## src/hdl/square_voice_pcm_mixer_top_defines.svh

```systemverilog
// Assertion helpers shared by the mixer RTL.
`ifndef SQUARE_VOICE_PCM_MIXER_TOP_DEFINES_SVH
`define SQUARE_VOICE_PCM_MIXER_TOP_DEFINES_SVH

// Same-cycle implication, checked on every rising edge outside reset.
`define SVM_ASSERT_IMP(lbl, clk, rst_n, ante, cons, msg) \
  lbl: assert property (@(posedge clk) disable iff (!rst_n) (ante) |-> (cons)) \
    else $error(msg);

// Next-cycle implication, checked on every rising edge outside reset.
`define SVM_ASSERT_NXT(lbl, clk, rst_n, ante, cons, msg) \
  lbl: assert property (@(posedge clk) disable iff (!rst_n) (ante) |=> (cons)) \
    else $error(msg);

`endif

```

## src/hdl/svm_pkg.sv

```systemverilog
package svm_pkg;

  localparam int FIFO_DEPTH  = 4096;
  localparam int PTR_W       = $clog2(FIFO_DEPTH);
  localparam int CNT_W       = PTR_W + 1;
  localparam int VOICE_COUNT = 4;
  localparam int VIDX_W      = (VOICE_COUNT > 1) ? $clog2(VOICE_COUNT) : 1;

  localparam int SAMPLE_W = 16;
  localparam int FREQ_W   = 16;
  localparam int DUR_W    = 16;
  localparam int TVOL_W   = 8;
  localparam int VOL_W    = 7;
  localparam int RATE_W   = 16;
  localparam int USED_W   = 2;
  localparam int OP_W     = 2;

  localparam int PHASE_W = 32;
  localparam int LEFT_W  = 22;
  localparam int AMP_W   = 13;
  localparam int MIX_W   = 18;

  localparam int IN_DATA_W  = ((SAMPLE_W + FREQ_W + DUR_W + TVOL_W + 7) / 8) * 8;
  localparam int OUT_DATA_W = ((SAMPLE_W + 1 + USED_W + CNT_W + 7) / 8) * 8;
  localparam int CFG_IDX_W  = 2;
  localparam int CFG_DATA_W = 16;

  // Serial arithmetic units.
  localparam int MUL_W     = 32;
  localparam int MUL_BW    = 16;
  localparam int MUL_CNT_W = 5;
  localparam int DIV_W     = 48;
  localparam int DIVR_W    = 16;
  localparam int DIV_CNT_W = 6;

  localparam int VOL_RESET  = 50;
  localparam int RATE_RESET = 16000;
  localparam int VOL_MAX    = 100;
  localparam int PCT_DIV    = 100;
  localparam int MS_PER_S   = 1000;
  localparam int AMP_DIV    = 10000;
  localparam int AMP_BASE   = 32767 / 5;

  // Step counts: each covers the significant bits of that operand.
  localparam int PUSH_MUL_STEPS = VOL_W;
  localparam int PUSH_DIV_STEPS = 22;
  localparam int STEP_DIV_STEPS = DIV_W;
  localparam int LEN_MUL_STEPS  = RATE_W;
  localparam int LEN_DIV_STEPS  = 32;
  localparam int AMP_MUL_STEPS  = VOL_W;
  localparam int AMP_MUL2_STEPS = 13;
  localparam int AMP_DIV_STEPS  = 26;

  typedef enum logic [OP_W-1:0] {
    OP_PUSH  = 2'd0,
    OP_TONE  = 2'd1,
    OP_TICK  = 2'd2,
    OP_CLEAR = 2'd3
  } svm_op_t;

  typedef enum logic [CFG_IDX_W-1:0] {
    CFG_VOLUME = 2'd0,
    CFG_RATE   = 2'd1,
    CFG_ACTIVE = 2'd2
  } svm_cfg_idx_t;

  typedef enum logic [4:0] {
    ST_IDLE,
    ST_DECODE,
    ST_PUSH_MUL,
    ST_PUSH_DIV,
    ST_PUSH_WR,
    ST_TONE_SCAN,
    ST_TONE_STEP,
    ST_TONE_LMUL,
    ST_TONE_LDIV,
    ST_TONE_AMUL,
    ST_TONE_AMUL2,
    ST_TONE_ADIV,
    ST_TONE_WR,
    ST_TICK_RD,
    ST_TICK_LD,
    ST_TICK_MIX,
    ST_FIN
  } svm_state_t;

  typedef struct packed {
    logic              clear;
    logic              load;
    logic              tick;
    logic [VIDX_W-1:0] rd_idx;
    logic [VIDX_W-1:0] wr_idx;
    logic [PHASE_W-1:0] step;
    logic [LEFT_W-1:0] left;
    logic [AMP_W-1:0]  amp;
  } svm_vcmd_t;

endpackage

```

## src/hdl/svm_serdiv.sv

```systemverilog
module svm_serdiv (
  input  logic                           clk,
  input  logic                           rst_n,
  input  logic                           start,
  input  logic [svm_pkg::DIV_W-1:0]      dividend,
  input  logic [svm_pkg::DIVR_W-1:0]     divisor,
  input  logic [svm_pkg::DIV_CNT_W-1:0]  steps,
  output logic                           done,
  output logic [svm_pkg::DIV_W-1:0]      quot
);
  import svm_pkg::*;

  logic                 busy_r;
  logic                 done_r;
  logic [DIV_CNT_W-1:0] cnt_r;
  logic [DIVR_W-1:0]    d_r;
  logic [DIVR_W-1:0]    rem_r;
  logic [DIV_W-1:0]     q_r;
  logic [DIVR_W:0]      trial;
  logic [DIVR_W+1:0]    diff;
  logic                 fits;

  // Restoring division: the dividend is left aligned, so after the given
  // number of steps its bits have all been replaced by quotient bits.
  assign trial = {rem_r, q_r[DIV_W-1]};
  assign diff  = {1'b0, trial} - {2'b00, d_r};
  assign fits  = !diff[DIVR_W+1];

  always_ff @(posedge clk) begin
    if (!rst_n) begin
      busy_r <= 1'b0;
      done_r <= 1'b0;
      cnt_r  <= '0;
    end else if (start) begin
      busy_r <= 1'b1;
      done_r <= 1'b0;
      cnt_r  <= steps;
    end else if (busy_r) begin
      cnt_r <= cnt_r - 1'b1;
      if (cnt_r == DIV_CNT_W'(1)) begin
        busy_r <= 1'b0;
        done_r <= 1'b1;
      end
    end else begin
      done_r <= 1'b0;
    end
  end

  always_ff @(posedge clk) begin
    if (start) begin
      d_r   <= divisor;
      rem_r <= '0;
      q_r   <= dividend;
    end else if (busy_r) begin
      rem_r <= fits ? diff[DIVR_W-1:0] : trial[DIVR_W-1:0];
      q_r   <= {q_r[DIV_W-2:0], fits};
    end
  end

  assign done = done_r;
  assign quot = q_r;

endmodule

```

## config.mk

```make
export PLATFORM = sky130hd
export DESIGN_NAME = svm_serdiv
export DESIGN_NICKNAME = d
export VERILOG_FILES = /design/src/hdl/square_voice_pcm_mixer_top_defines.svh /design/src/hdl/svm_pkg.sv /design/src/hdl/svm_serdiv.sv
export SDC_FILE = /design/constraint.sdc
export NUM_CORES = 1
export LEC_CHECK = 0
export ABC_AREA = 0
export BUFFER_PORTS_ARGS = -buffer_cell sky130_fd_sc_hd__buf_2
export CAP_MARGIN = 20
export CORE_MARGIN = 10
export CORE_UTILIZATION = 45
export CTS_BUF_LIST = sky130_fd_sc_hd__clkbuf_2 sky130_fd_sc_hd__clkbuf_4 sky130_fd_sc_hd__clkbuf_8
export CTS_CLUSTER_DIAMETER = 30
export DETAILED_ROUTE_END_ITERATION = 10
export HOLD_SLACK_MARGIN = 0.02
export PLACE_DENSITY = 0.7
export SLEW_MARGIN = 20
export SYNTH_ARGS = -nofsm -noshare
export SYNTH_HDL_FRONTEND = slang
export SYNTH_SLANG_ARGS = --single-unit
```

## constraint.sdc

```tcl
create_clock -name clk -period 7.8 [get_ports clk]
set_input_delay 1.17 -clock clk [delete_from_list [all_inputs] [get_ports clk]]
set_output_delay 1.17 -clock clk [all_outputs]
set_load 0.005 [all_outputs]
```

# After elaboration in Yosys (flattened, before gate mapping)
# Cells that the tools add are included.
classes:
  n_reduce_logical: 3
  shifts: 0
  bitwise: 2
  div_mod_pow: 0
  n_lt_le_gt_ge: 0
  n_mul: 0
  n_eq_ne: 1
  n_mux: 8
  add_sub_neg: 2
ops:
  columns: ["cell", "count"]
  rows:
  - ["2-to-1 mux 48 bit", 2]
  - ["subtractor 17 x 16 -> 18 bit", 1]
  - ["2-to-1 mux 16 bit", 1]
  - ["2-to-1 mux 6 bit", 2]
  - ["equality test 6 x 1 -> 1 bit, second input constant", 1]
  - ["subtractor 6 x 1 -> 6 bit, second input constant", 1]
  - ["2-to-1 mux 1 bit", 3]
  - ["OR reduction 3 bit", 1]
  - ["NOT 1 bit", 2]
  - ["nonzero test 2 bit", 1]
  - ["zero test 1 bit", 1]
totals:
  latchBits: 0
  output_inout_bits: 49
  ff_bits: 88
  n_memories: 0
  rom_bits: 0
  ram_bits: 0
  inputBits: 73
  elab_cells: 22

# Logic depth before layout (Yosys ltp)
# Gate-level depths: netlist (run 1).
logic_depth:
  ltp_word: 4
  depth_mapped: 11
  ltp_nobuf: 11

# Worst setup path before layout (run 1)
# Ideal clock, no wire load.
synth_timing:
  path_type: "input to register"
  from: "in start"
  to: "reg q_r[0] (netlist: quot[0]), enable pin"
  path_buffers: 2
  slack_ns: 4.701
  arrival_ns: 2.696
  stages: 4
  required_ns: 7.397
  setup_ns: 0.403
  path_cell_list: "buf_6 clkbuf_1 nor2_1 inv_1"
synth_via:
  elab_chain_len: 1
synth_rtl:
  columns: ["item", "line_no", "source"]
  rows:
  - ["start: declaration", "svm_serdiv.sv:4", "input logic start,"]
  - ["nonzero test 2 bit (no source line)", null, null]
  - ["end signal: assignment", "svm_serdiv.sv:53", "q_r <= dividend;"]
  - ["end signal: assignment", "svm_serdiv.sv:56", "q_r <= {q_r[DIV_W-2:0], fits};"]
  - ["end: declaration", "svm_serdiv.sv:18", "logic [DIV_W-1:0] q_r;"]
# No other way between the ends.
# A chain may end at the register's enable or synchronous reset.

# Worst setup path after layout (run 1)
layout_timing:
  from: "reg q_r[47] (netlist: quot[47])"
  to: "reg rem_r[14]"
layout_via:
  elab_chain_len: 2
layout_rtl:
  columns: ["item", "line_no", "source"]
  rows:
  - ["subtractor 17 x 16 -> 18 bit", "svm_serdiv.sv:26", "assign diff = {1'b0, trial} - {2'b00, d_r};"]
  - ["2-to-1 mux 16 bit", "svm_serdiv.sv:55", "rem_r <= fits ? diff[DIVR_W-1:0] : trial[DIVR_W-1:0];"]
  - ["end signal: assignment", "svm_serdiv.sv:55", null]
  - ["end: declaration", "svm_serdiv.sv:17", "logic [DIVR_W-1:0] rem_r;"]
# No other way between the ends.

==> results of run 1 <==
## worst paths after layout
check | to | slack, ns | cells past startpoint | from
setup / recovery | rem_r[14] | 4.83 | 9 | quot[47]
hold / removal | done | 0.49 | 2 | done
setup reg to reg | rem_r[14] | 4.83 | 9 | quot[47]
hold reg to reg | done | 0.49 | 2 | done
## state kept, by name, indices dropped and copies added, names as in the netlist
signal,count
done,1
busy_r,1
rem_r,16
d_r,16
quot,48
cnt_r,6
## kinds of logic after synthesis
family | Yosys count
adder cells (fa/ha/maj) | 19
XOR/XNOR | 17
flip-flops | 88
AO/OA/AOI/OAI | 62
buffers and inverters | 37
multiplexers | 59
AND/OR/NAND/NOR | 73
## cell usage in the layout (no fill, tap or decap), types with 2 or more instances in the layout
master,instances
xor2_1,10
mux2_2,48
a31oi_1,4
nand2b_1,2
clkinv_2,2
mux2i_1,11
a211oi_1,10
nor2b_1,4
a21o_2,2
clkbuf_8,9
buf_4,3
o211ai_1,3
a21oi_1,14
inv_1,23
xnor2_1,7
nand2_1,25
nor3_1,4
and2b_2,2
nor2_1,21
dfxtp_1,24
a21o_1,4
nand3_1,2
o21ai_0,12
inv_6,2
ha_1,18
or3_1,4
edfxtp_1,64
and2_1,4
nor4b_1,2
buf_2,120
## metal layers
layer  vias to the layer above  GRT usage (%)  wire length, µm  share of wire [%]
met5                         -              0                7              0.070
met4                         2           4.20              119                1.2
met3                        12           6.85              833                8.3
met2                        90           22.9             4930                 49
met1                      1454           16.8             4150                 41
li1                       1545              -                -                  -
## final cells by class
type                       count  area (µm²)
tap                          133         166
inverter                      24        90.1
sequential                    88        2400
clock inverter                 7        70.1
multi-input combinational    230        1810
clock buffer                   9         124
timing repair buffer         124         651
fill                         845        4370
## where the power goes
part / internal [mW] / switching (mW)
registers: 0.553 / 0.0242
logic: 0.107 / 0.109
clock network: 0.149 / 0.168
## per-stage QoR
step	setup slack [ns]	power (mW)	instances	cell area, µm²	hold slack, ns
floorplan	4.70	0.727	355	4420	0.449
global placement	4.89	0.797	598	5100	0.469
finish	4.83	1.11	615	5320	0.494
CTS	4.84	1.12	614	5290	0.502
detailed placement	4.84	0.802	598	5100	0.479
global route	4.59	1.17	615	5320	0.536
## worst register-to-register path: stages (launching register included)
cell,delay (ns)
edfxtp_1,0.38
inv_1,0.07
ha_1,0.21
or2b_2,0.30
a21oi_1,0.27
o21ai_2,0.13
a21oi_2,0.19
a41o_1,0.84
nand3_1,0.16
a32o_1,0.31
==> metrics.json, run 1 <==
{
  "buffer_ports.inserted": {"value": 121},
  "drt-vias-per-instance": {"value": 5.05},
  "required": {"value": 8.06, "unit": "ns"},
  "cts_hold_bufs": {"value": 0},
  "cts_made_buffers": {"value": 9},
  "crit_family": {"value": "compound AO/OA/AOI/OAI gates"},
  "worstSkewPairLatency": {"value": 0.35, "unit": "ns"},
  "antenna_violations_before_repair": {"value": 1},
  "synthMostInstantiatedCell": {"value": "edfxtp_1"},
  "post_cts.resized_instances": {"value": 0},
  "wirelength": {"value": 10.0, "unit": "mm"},
  "final_hold_viol_count": {"value": 0},
  "post_synth_most_frequent_cells": {"value": "edfxtp_1 (64), mux2_2 (48), nand2_1 (25)"},
  "cts.root.buffer_cell": {"value": "clkbuf_8"},
  "clk_sinks": {"value": 88},
  "grt_pass1_wl": {"value": 16.5, "unit": "mm"},
  "ratio_of_final_minimum_period_to_clock_period": {"value": 38.1, "unit": "%"},
  "post-cts-setup-buffer-count": {"value": 0},
  "combinational_family_with_the_most_area_after_synthesis": {"value": "multiplexers"},
  "synth_warnings": {"value": 0},
  "synth_top_cells_by_area": {"value": "edfxtp_1 (44%), mux2_2 (12%), dfxtp_1 (11%)"},
  "top_level_ports": {"value": 122},
  "finalMaxSlewViolations": {"value": 0},
  "synth-seq-cells": {"value": 88},
  "number_of_synthesized_flops_with_an_enable_pin": {"value": 64},
  "final_layout_size_suffix_gt1_share": {"value": 41.1, "unit": "%"},
  "timing.final.crit_period": {"value": 2.97, "unit": "ns"},
  "post_synthesis_cell_count": {"value": 355},
  "crit_path_max_fanout": {"value": 19},
  "slew-limit-headroom": {"value": 31.5, "unit": "%"},
  "initial_core_util": {"value": 45.6, "unit": "%"},
  "synth_area": {"value": 0.00442, "unit": "mm²"},
  "vdd_drop_max": {"value": 109, "unit": "µV"},
  "place_hpwl": {"value": 7.46, "unit": "mm"},
  "synth.area.mux_share": {"value": 14.7, "unit": "%"},
  "floorplan.die_area": {"value": 0.0142, "unit": "mm²"},
  "setup_viol": {"value": 0},
  "detail_route.drc_violations": {"value": 0},
  "async_flop_share": {"value": 0, "unit": "%"},
  "tritoncts": {"value": "yes"},
  "clock_tree.buffer_depth": {"value": 2},
  "critical_path.cell_chain": {"value": "inv_1, ha_1, or2b_2, a21oi_1, o21ai_2, a21oi_2, a41o_1, nand3_1, a32o_1"},
  "power_per_cell_area": {"value": 209, "unit": "mW/mm²"},
  "highest_achievable_clock_rate": {"value": 0.337, "unit": "GHz"},
  "cp-start-kind": {"value": "flop"},
  "synth_adder_area_share": {"value": 5.55, "unit": "%"},
  "synth-xor-area-share": {"value": 3.37, "unit": "%"},
  "grt.total_usage": {"value": 14.3, "unit": "%"},
  "grt_max_degree": {"value": 87},
  "finalCoreUtilization": {"value": 54.9, "unit": "%"},
  "critPathArrivalTime": {"value": 3.22, "unit": "ns"},
  "avgRoutedWirePerCell": {"value": 16.3, "unit": "µm"},
  "post-synth-top-area-cell": {"value": "edfxtp_1"},
  "syn-num-nets": {"value": 447},
  "rsz0062_at_grt": {"value": "false"},
  "synth_cell_types": {"value": 46},
  "synth_sequential_area_ratio": {"value": 54.4, "unit": "%"},
  "width_of_the_die": {"value": 119, "unit": "µm"},
  "syn_area_per_cell": {"value": 12.4, "unit": "µm²"},
  "residual_overflow_from_global_routing": {"value": 0},
  "clock_transition_time_at_the_flip_flop_clock_pins_of_the_worst_setup_and_hold_paths": {"value": 0.09, "unit": "ns"},
  "dr_total_vias": {"value": 3103},
  "power_leakage": {"value": 2.25, "unit": "nW"},
  "drt_iter0_drc": {"value": 137},
  "worst_path_largest_cell_delay": {"value": 0.84, "unit": "ns"},
  "yosys.area.top_type_share": {"value": 43.5, "unit": "%"},
  "setup-tns-final": {"value": 0, "unit": "ns"},
  "path_buf_inv": {"value": 1},
  "synth-simple-area-share": {"value": 7.85, "unit": "%"},
  "rows": {"value": 36},
  "run_status": {"value": "completed"},
  "area_delta_synth_final": {"value": 20.4, "unit": "%"},
  "htree_levels": {"value": 3},
  "first_pass_iters": {"value": 5},
  "drt.antenna.violating_nets": {"value": 0},
  "timing.clock.skew": {"value": 0.00867, "unit": "ns"},
  "antennaDiodeCount": {"value": 0},
  "critPathSlowestCell": {"value": "a41o_1"},
  "grt_pass1_vias": {"value": 3408},
  "drv.max_cap_violation_count": {"value": 0},
  "worst_setup_path_type": {"value": "flop to flop"},
  "worst_slew_pin_slew": {"value": 1.03, "unit": "ns"},
  "fp.coreArea": {"value": 0.00968, "unit": "mm²"},
  "final_net_count": {"value": 569},
  "overall_die_height": {"value": 119, "unit": "µm"},
  "complex_gate_fraction_of_the_synthesized_area": {"value": 9.58, "unit": "%"},
  "routabilityCongestion": {"value": 0.836},
  "worst_setup_path_end_kind": {"value": "flop"},
  "synth_ff_type": {"value": "edfxtp_1"},
  "hp-class": {"value": "flop to flop"}
}
(Power assumes the default switching activity.)
==> run 2: changes to the inputs <==
- clock period: 7.8 -> 3.1 ns (I/O delays scaled with it)
==> metrics.json, run 2 (synthesis gave the netlist of run 1 again) <==
{
  "run_status": {"value": "completed"},
  "power_per_cell_area": {"value": 532, "unit": "mW/mm²", "change": "+150%"},
  "place_hpwl": {"value": 7.67, "unit": "mm", "change": "+2.8%"},
  "clkPwrFrac": {"value": 29.7, "unit": "%", "change": "+1.1 points"},
  "rows": {"value": 36, "change": "unchanged"},
  "cp-start-kind": {"value": "flop"},
  "placed_cells": {"value": 601, "change": "+0.50%"},
  "critPathSlowestCell": {"value": "fa_1"},
  "slew-limit-headroom": {"value": 59.7, "unit": "%", "change": "+28 points"},
  "antenna_violations_before_repair": {"value": 2, "change": "+1"},
  "overall_die_height": {"value": 119, "unit": "µm", "change": "unchanged"},
  "finalMaxSlewViolations": {"value": 0, "change": "unchanged"},
  "comb_power_share": {"value": 19.2, "unit": "%", "change": "-0.2 points"},
  "clk_sinks": {"value": 88, "change": "unchanged"},
  "hp-class": {"value": "primary input to flop"},
  "seqPwrFrac": {"value": 51.1, "unit": "%", "change": "-0.9 points"},
  "post_cts.resized_instances": {"value": 0, "change": "unchanged"},
  "power.switching": {"value": 0.787, "unit": "mW", "change": "+160%"},
  "largest_reg_flops": {"value": 48, "change": "unchanged"},
  "ratio_of_final_minimum_period_to_clock_period": {"value": 85.1, "unit": "%", "change": "+47 points"},
  "cts_made_buffers": {"value": 9, "change": "unchanged"},
  "grt_pass1_vias": {"value": 3329, "change": "-2.3%"},
  "buffer_ports.inserted": {"value": 121, "change": "unchanged"},
  "worst_setup_path_end_kind": {"value": "flop"},
  "drt.antenna.violating_nets": {"value": 0, "change": "unchanged"},
  "first_pass_iters": {"value": 5, "change": "unchanged"},
  "critPathArrivalTime": {"value": 2.89, "unit": "ns", "change": "-0.33 ns"},
  "power_leakage": {"value": 2.26, "unit": "nW", "change": "+0.28%"},
  "worst-r2r-cell-count": {"value": 11, "change": "+2"},
  "highest_achievable_clock_rate": {"value": 0.379, "unit": "GHz", "change": "+13%"},
  "worstSkewPairLatency": {"value": 0.36, "unit": "ns", "change": "about the same"},
  "drv.max_cap_violation_count": {"value": 0, "change": "unchanged"},
  "residual_overflow_from_global_routing": {"value": 0, "change": "unchanged"},
  "worst_setup_path_type": {"value": "flop to flop"},
  "rsz0062_at_grt": {"value": "false"},
  "initial_core_util": {"value": 45.6, "unit": "%", "change": "unchanged"},
  "area_delta_synth_final": {"value": 20.9, "unit": "%"},
  "clock_tree.buffer_depth": {"value": 2, "change": "unchanged"},
  "setup_viol": {"value": 0, "change": "unchanged"},
  "worst_slew_pin_slew": {"value": 0.602, "unit": "ns", "change": "-0.426 ns"},
  "power_report.internal_total": {"value": 2.05, "unit": "mW", "change": "+150%"},
  "routabilityCongestion": {"value": 0.845, "change": "+1.1%"},
  "drt-vias-per-instance": {"value": 5.03, "change": "-0.39%"},
  "grt_max_degree": {"value": 47, "change": "-46%"},
  "timing.final.crit_period": {"value": 2.64, "unit": "ns", "change": "-0.331 ns"},
  "htree_levels": {"value": 3, "change": "unchanged"},
  "final_layout_size_suffix_gt1_share": {"value": 41.5, "unit": "%", "change": "+0.45 points"},
  "grt_pass1_wl": {"value": 16.6, "unit": "mm", "change": "+0.46%"},
  "detail_route.drc_violations": {"value": 0, "change": "unchanged"},
  "netSwitchingFraction": {"value": 27.7, "unit": "%", "change": "+0.59 points"},
  "width_of_the_die": {"value": 119, "unit": "µm", "change": "unchanged"},
  "timing.clock.skew": {"value": 0.0188, "unit": "ns", "change": "+0.0101 ns"},
  "setup-tns-final": {"value": 0, "unit": "ns", "change": "unchanged"},
  "mostFrequentLayoutCell": {"value": "buf_2"},
  "vdd_drop_max": {"value": 290, "unit": "µV", "change": "+170%"},
  "hold_depth": {"value": 1, "change": "-1"},
  "wirelength": {"value": 10.2, "unit": "mm", "change": "+1.2%"},
  "floorplan.die_area": {"value": 0.0142, "unit": "mm²", "change": "unchanged"},
  "worst_path_largest_cell_delay": {"value": 0.42, "unit": "ns", "change": "-0.42 ns"},
  "final_net_count": {"value": 571, "change": "+0.35%"},
  "fp.coreArea": {"value": 0.00968, "unit": "mm²", "change": "unchanged"},
  "post-cts-setup-buffer-count": {"value": 0, "change": "unchanged"},
  "finish.cell_count_without_fillers": {"value": 617, "change": "+0.33%"},
  "final_hold_viol_count": {"value": 0, "change": "unchanged"},
  "dr_total_vias": {"value": 3101, "change": "-0.064%"},
  "clock_transition_time_at_the_flip_flop_clock_pins_of_the_worst_setup_and_hold_paths": {"value": 0.09, "unit": "ns", "change": "about the same"},
  "final_cell_mix": {"value": "buf_2 (120), edfxtp_1 (64), mux2_2 (48)"},
  "avgRoutedWirePerCell": {"value": 16.5, "unit": "µm", "change": "+0.83%"},
  "drt_iter0_drc": {"value": 74, "change": "-46%"},
  "tritoncts": {"value": "yes"},
  "cts.root.buffer_cell": {"value": "clkbuf_8"},
  "antennaDiodeCount": {"value": 0, "change": "unchanged"},
  "cts_hold_bufs": {"value": 0, "change": "unchanged"},
  "required": {"value": 3.35, "unit": "ns", "change": "-4.71 ns"},
  "critical_path.cell_chain": {"value": "inv_1, ha_1, inv_1, fa_1, a211oi_1, o21ai_0, nand3_1, nor4b_1, or3_1, nand3_1, a32o_1"},
  "top_level_ports": {"value": 122, "change": "unchanged"},
  "grt.total_usage": {"value": 14.2, "unit": "%", "change": "-0.12 points"},
  "crit_path_max_fanout": {"value": 3, "change": "-16"}
}
-- run 2: cell count changes in the layout (fill, tap and decap cells not counted) --
cell / delta
clkinvlp_4: +2
clkinv_4: -1
clkinv_1: -1
buf_12: +1
inv_8: +2
buf_16: -1
buf_4: +2
clkinv_2: -2
-- run 2: routing by layer --
| metal | GRT usage, % | share of wire [%] | up-vias | wire length (µm) |
|---|---|---|---|---|
| met5 | 0 | 0.20 | - | 20 |
| met4 | 4.35 | 1.1 | 2 | 108 |
| met3 | 6.24 | 8.3 | 12 | 847 |
| met2 | 23.3 | 48 | 89 | 4870 |
| met1 | 16.4 | 42 | 1453 | 4310 |
| li1 | - | - | 1545 | - |
-- run 2: power by group through the flow --
stage	registers (mW)	clock network, mW	logic, mW
after floorplan	1.47	0	0.357
after global placement	1.47	0	0.535
after detailed placement	1.48	0	0.548
after CTS	1.45	0.863	0.549
after global routing	1.47	0.908	0.608
final	1.45	0.843	0.544
-- run 2: worst paths after layout --
check | end | slack [ns] | start
setup / recovery | rem_r[14] | 0.46 | quot[47]
hold / removal | d_r[11] | 0.28 | divisor[11]
setup reg to reg | rem_r[14] | 0.46 | quot[47]
hold reg to reg | done | 0.50 | done
-- run 2: through the flow --
step                worst slack [ns]  hold slack (ns)  power (mW)  util [%]  area [µm²]
floorplan                      0.636            0.449        1.83         -        4420
global placement               0.564            0.472        2.01      53.0        5130
detailed placement             0.528            0.482        2.02      53.0        5130
CTS                            0.450            0.268        2.87      55.1        5340
global route                   0.267            0.258        2.99      55.1        5340
finish                         0.463            0.284        2.84      55.1        5340
-- run 2: worst max-delay path: cells and delay by family, from the launching register on --
family                     cells  cell delay, ns
buffers and inverters          2            0.14
adders and majority gates      2            0.58
AOI/OAI and AO/OA              3            0.76
DFF                            1            0.39
and+or+nand+nor                4            0.66
-- run 2: cell type report --
cell class,count,area [µm²]
Clock buffer,9,124
Timing Repair Buffer,126,658
Tap cell,133,166
Inverter,24,90.1
Sequential cell,88,2400
Fill cell,854,4340
Clock inverter,7,85.1
Multi-Input combinational cell,230,1810
==> run 3: changes to the inputs <==
- CORE_UTILIZATION: 45 -> 35
- PLACE_DENSITY: 0.7 -> default
==> metrics.json, run 3 (synthesis gave the netlist of run 1 again) <==
{
  "final_cell_mix": {"value": "buf_2 (120), edfxtp_1 (64), mux2_2 (48)"},
  "antenna_violations_before_repair": {"value": 0, "change": "-2"},
  "r2r_end": {"value": "rem_r[7]"},
  "antennaDiodeCount": {"value": 0, "change": "unchanged"},
  "drt-vias-per-instance": {"value": 4.71, "change": "-6.3%"},
  "crit_family": {"value": "compound AO/OA/AOI/OAI gates"},
  "largest_reg_flops": {"value": 48, "change": "unchanged"},
  "worst-r2r-cell-count": {"value": 10, "change": "-1"},
  "highest_achievable_clock_rate": {"value": 0.365, "unit": "GHz", "change": "-3.8%"},
  "cts_hold_bufs": {"value": 0, "change": "unchanged"},
  "grt.total_usage": {"value": 12.1, "unit": "%", "change": "-2.1 points"},
  "width_of_the_die": {"value": 132, "unit": "µm", "change": "+11%"},
  "cp-start-kind": {"value": "flop"},
  "hold_depth": {"value": 1, "change": "unchanged"},
  "worst_setup_path_end_kind": {"value": "flop"},
  "avgRoutedWirePerCell": {"value": 16.1, "unit": "µm", "change": "-2.1%"},
  "final.fill_count": {"value": 1163, "change": "+36%"},
  "wirelength": {"value": 10.5, "unit": "mm", "change": "+3.3%"},
  "setup-tns-final": {"value": 0, "unit": "ns", "change": "unchanged"},
  "cts_made_buffers": {"value": 9, "change": "unchanged"},
  "worst_path_largest_cell_delay": {"value": 0.42, "unit": "ns", "change": "about the same"},
  "power_per_cell_area": {"value": 534, "unit": "mW/mm²", "change": "+0.56%"},
  "grt_pass1_vias": {"value": 3426, "change": "+2.9%"},
  "timing.final.crit_period": {"value": 2.74, "unit": "ns", "change": "+0.106 ns"},
  "clk_sinks": {"value": 88, "change": "unchanged"},
  "worstSetupStartpoint": {"value": "d_r[6]"},
  "setup_viol": {"value": 0, "change": "unchanged"},
  "overall_die_height": {"value": 132, "unit": "µm", "change": "+11%"},
  "hp-class": {"value": "primary input to flop"},
  "buffer_ports.inserted": {"value": 121, "change": "unchanged"},
  "cts.root.buffer_cell": {"value": "clkbuf_8"},
  "cp_common_cell": {"value": "or3_1"},
  "post-cts-setup-buffer-count": {"value": 0, "change": "unchanged"},
  "worst_setup_path_endpoint": {"value": "rem_r[7]"},
  "slew-limit-headroom": {"value": 43.0, "unit": "%", "change": "-17 points"},
  "tritoncts": {"value": "yes"},
  "worst_slew_pin_slew": {"value": 0.853, "unit": "ns", "change": "+0.251 ns"},
  "drt_iter0_drc": {"value": 139, "change": "+88%"},
  "rr_startpoint": {"value": "d_r[6]"},
  "initial_core_util": {"value": 36.3, "unit": "%", "change": "-9.3 points"},
  "place_hpwl": {"value": 7.90, "unit": "mm", "change": "+3.0%"},
  "hold-worst-slack": {"value": 0.268, "unit": "ns", "change": "-0.0164 ns"},
  "routabilityCongestion": {"value": 0.822, "change": "-2.7%"},
  "power.total": {"value": 2.88, "unit": "mW", "change": "+1.4%"},
  "htree_levels": {"value": 3, "change": "unchanged"},
  "area_delta_synth_final": {"value": 21.9, "unit": "%"},
  "critical_path.cell_chain": {"value": "inv_1, ha_1, a21o_1, or3_1, o21ai_2, a21oi_2, a41o_1, buf_12, or3_1, o211ai_1"},
  "worstSkewPairLatency": {"value": 0.36, "unit": "ns", "change": "about the same"},
  "area.sequential": {"value": 0.00240, "unit": "mm²", "change": "unchanged"},
  "multi_input_gate_area": {"value": 0.00181, "unit": "mm²", "change": "unchanged"},
  "ratio_of_final_minimum_period_to_clock_period": {"value": 88.5, "unit": "%", "change": "+3.4 points"},
  "path_buf_inv": {"value": 2, "change": "unchanged"},
  "final_layout_size_suffix_gt1_share": {"value": 41.4, "unit": "%", "change": "-0.12 points"},
  "finalMaxSlewViolations": {"value": 0, "change": "unchanged"},
  "final_hold_viol_count": {"value": 0, "change": "unchanged"},
  "detail_route.drc_violations": {"value": 0, "change": "unchanged"},
  "crit_path_max_fanout": {"value": 10, "change": "+7"},
  "regToRegSetupSlack": {"value": 0.36, "unit": "ns", "change": "-0.11 ns"},
  "first_pass_iters": {"value": 4, "change": "-1"},
  "vdd_drop_max": {"value": 289, "unit": "µV", "change": "-0.33%"},
  "dr_total_vias": {"value": 3067, "change": "-1.1%"},
  "critPathArrivalTime": {"value": 3.03, "unit": "ns", "change": "+0.14 ns"},
  "drt.antenna.violating_nets": {"value": 0, "change": "unchanged"},
  "worst_setup_path_type": {"value": "flop to flop"},
  "clock_tree.buffer_depth": {"value": 2, "change": "unchanged"},
  "timing.clock.skew": {"value": 0.00887, "unit": "ns", "change": "-0.00993 ns"},
  "crit_cells": {"value": 10, "change": "-1"},
  "post_cts.resized_instances": {"value": 0, "change": "unchanged"},
  "rsz0062_at_grt": {"value": "false"},
  "grt_max_degree": {"value": 54, "change": "+15%"},
  "rows": {"value": 40, "change": "+11%"},
  "floorplan.die_area": {"value": 0.0175, "unit": "mm²", "change": "+24%"},
  "drv.max_cap_violation_count": {"value": 0, "change": "unchanged"},
  "clock_transition_time_at_the_flip_flop_clock_pins_of_the_worst_setup_and_hold_paths": {"value": 0.09, "unit": "ns", "change": "about the same"},
  "critPathSlowestCell": {"value": "a41o_1"},
  "fp.coreArea": {"value": 0.0122, "unit": "mm²", "change": "+26%"},
  "grt_pass1_wl": {"value": 17.2, "unit": "mm", "change": "+3.4%"},
  "top_level_ports": {"value": 122, "change": "unchanged"},
  "placement.setup.worst_slack": {"value": 0.367, "unit": "ns", "change": "-0.160 ns"},
  "required": {"value": 3.38, "unit": "ns", "change": "+0.03 ns"},
  "run_status": {"value": "completed"},
  "residual_overflow_from_global_routing": {"value": 0, "change": "unchanged"},
  "postLayoutSetupSlackWorst": {"value": 0.358, "unit": "ns", "change": "-0.106 ns"},
  "final_net_count": {"value": 570, "change": "-0.18%"},
  "mostFrequentLayoutCell": {"value": "buf_2"},
  "power_leakage": {"value": 2.26, "unit": "nW", "change": "about the same"}
}
## run 3: cell count changes in the layout (fill, tap and decap cells not counted)
| cell | delta |
|---|---|
| buf_4 | -1 |
| clkbuf_4 | +1 |
| bufinv_16 | +1 |
| inv_6 | -2 |
| clkinv_2 | +3 |
| inv_2 | -1 |
| inv_8 | -2 |
## run 3: per-stage QoR
step	instances	instance area, µm²	utilization, %
finish	651	5390	44.3
global route	651	5390	44.3
CTS	651	5380	44.3
detailed placement	635	5170	42.5
global placement	635	5170	42.5
floorplan	355	4420	-
## run 3: layout make-up
| class | instances | share of cell area [%] |
|---|---|---|
| clock buffer | 10 | 2.44 |
| clock inverter | 6 | 1.58 |
| inverter | 24 | 1.70 |
| multi-input combinational | 230 | 33.7 |
| sequential | 88 | 44.6 |
| tap | 168 | 3.90 |
| timing repair buffer | 125 | 12.1 |
## run 3: per-layer routing
layer / vias up / wire [µm] / global-route usage (%)
met2: 93 / 4930 / 19.4
met3: 14 / 942 / 5.72
met4: 0 / 187 / 5.32
met1: 1422 / 4440 / 13.4
met5: - / 0 / 0
li1: 1538 / - / -
## run 3: worst min-delay path by stage
stage | startpoint | to | slack (ns)
global route | divisor[9] | d_r[9] | 0.25
CTS | divisor[15] | d_r[15] | 0.24
floorplan | rem_r[15] | rem_r[15] | 0.45
global placement | rem_r[15] | rem_r[15] | 0.48
finish | divisor[15] | d_r[15] | 0.27
detailed placement | rem_r[15] | rem_r[15] | 0.48
## run 3: where the power goes
| part | internal (mW) | switching, mW | leakage (nW) |
|---|---|---|---|
| logic | 0.271 | 0.276 | 1.31 |
| clock network | 0.460 | 0.419 | 0.106 |
| registers | 1.39 | 0.0592 | 0.837 |
| total | 2.12 | 0.755 | 2.26 |
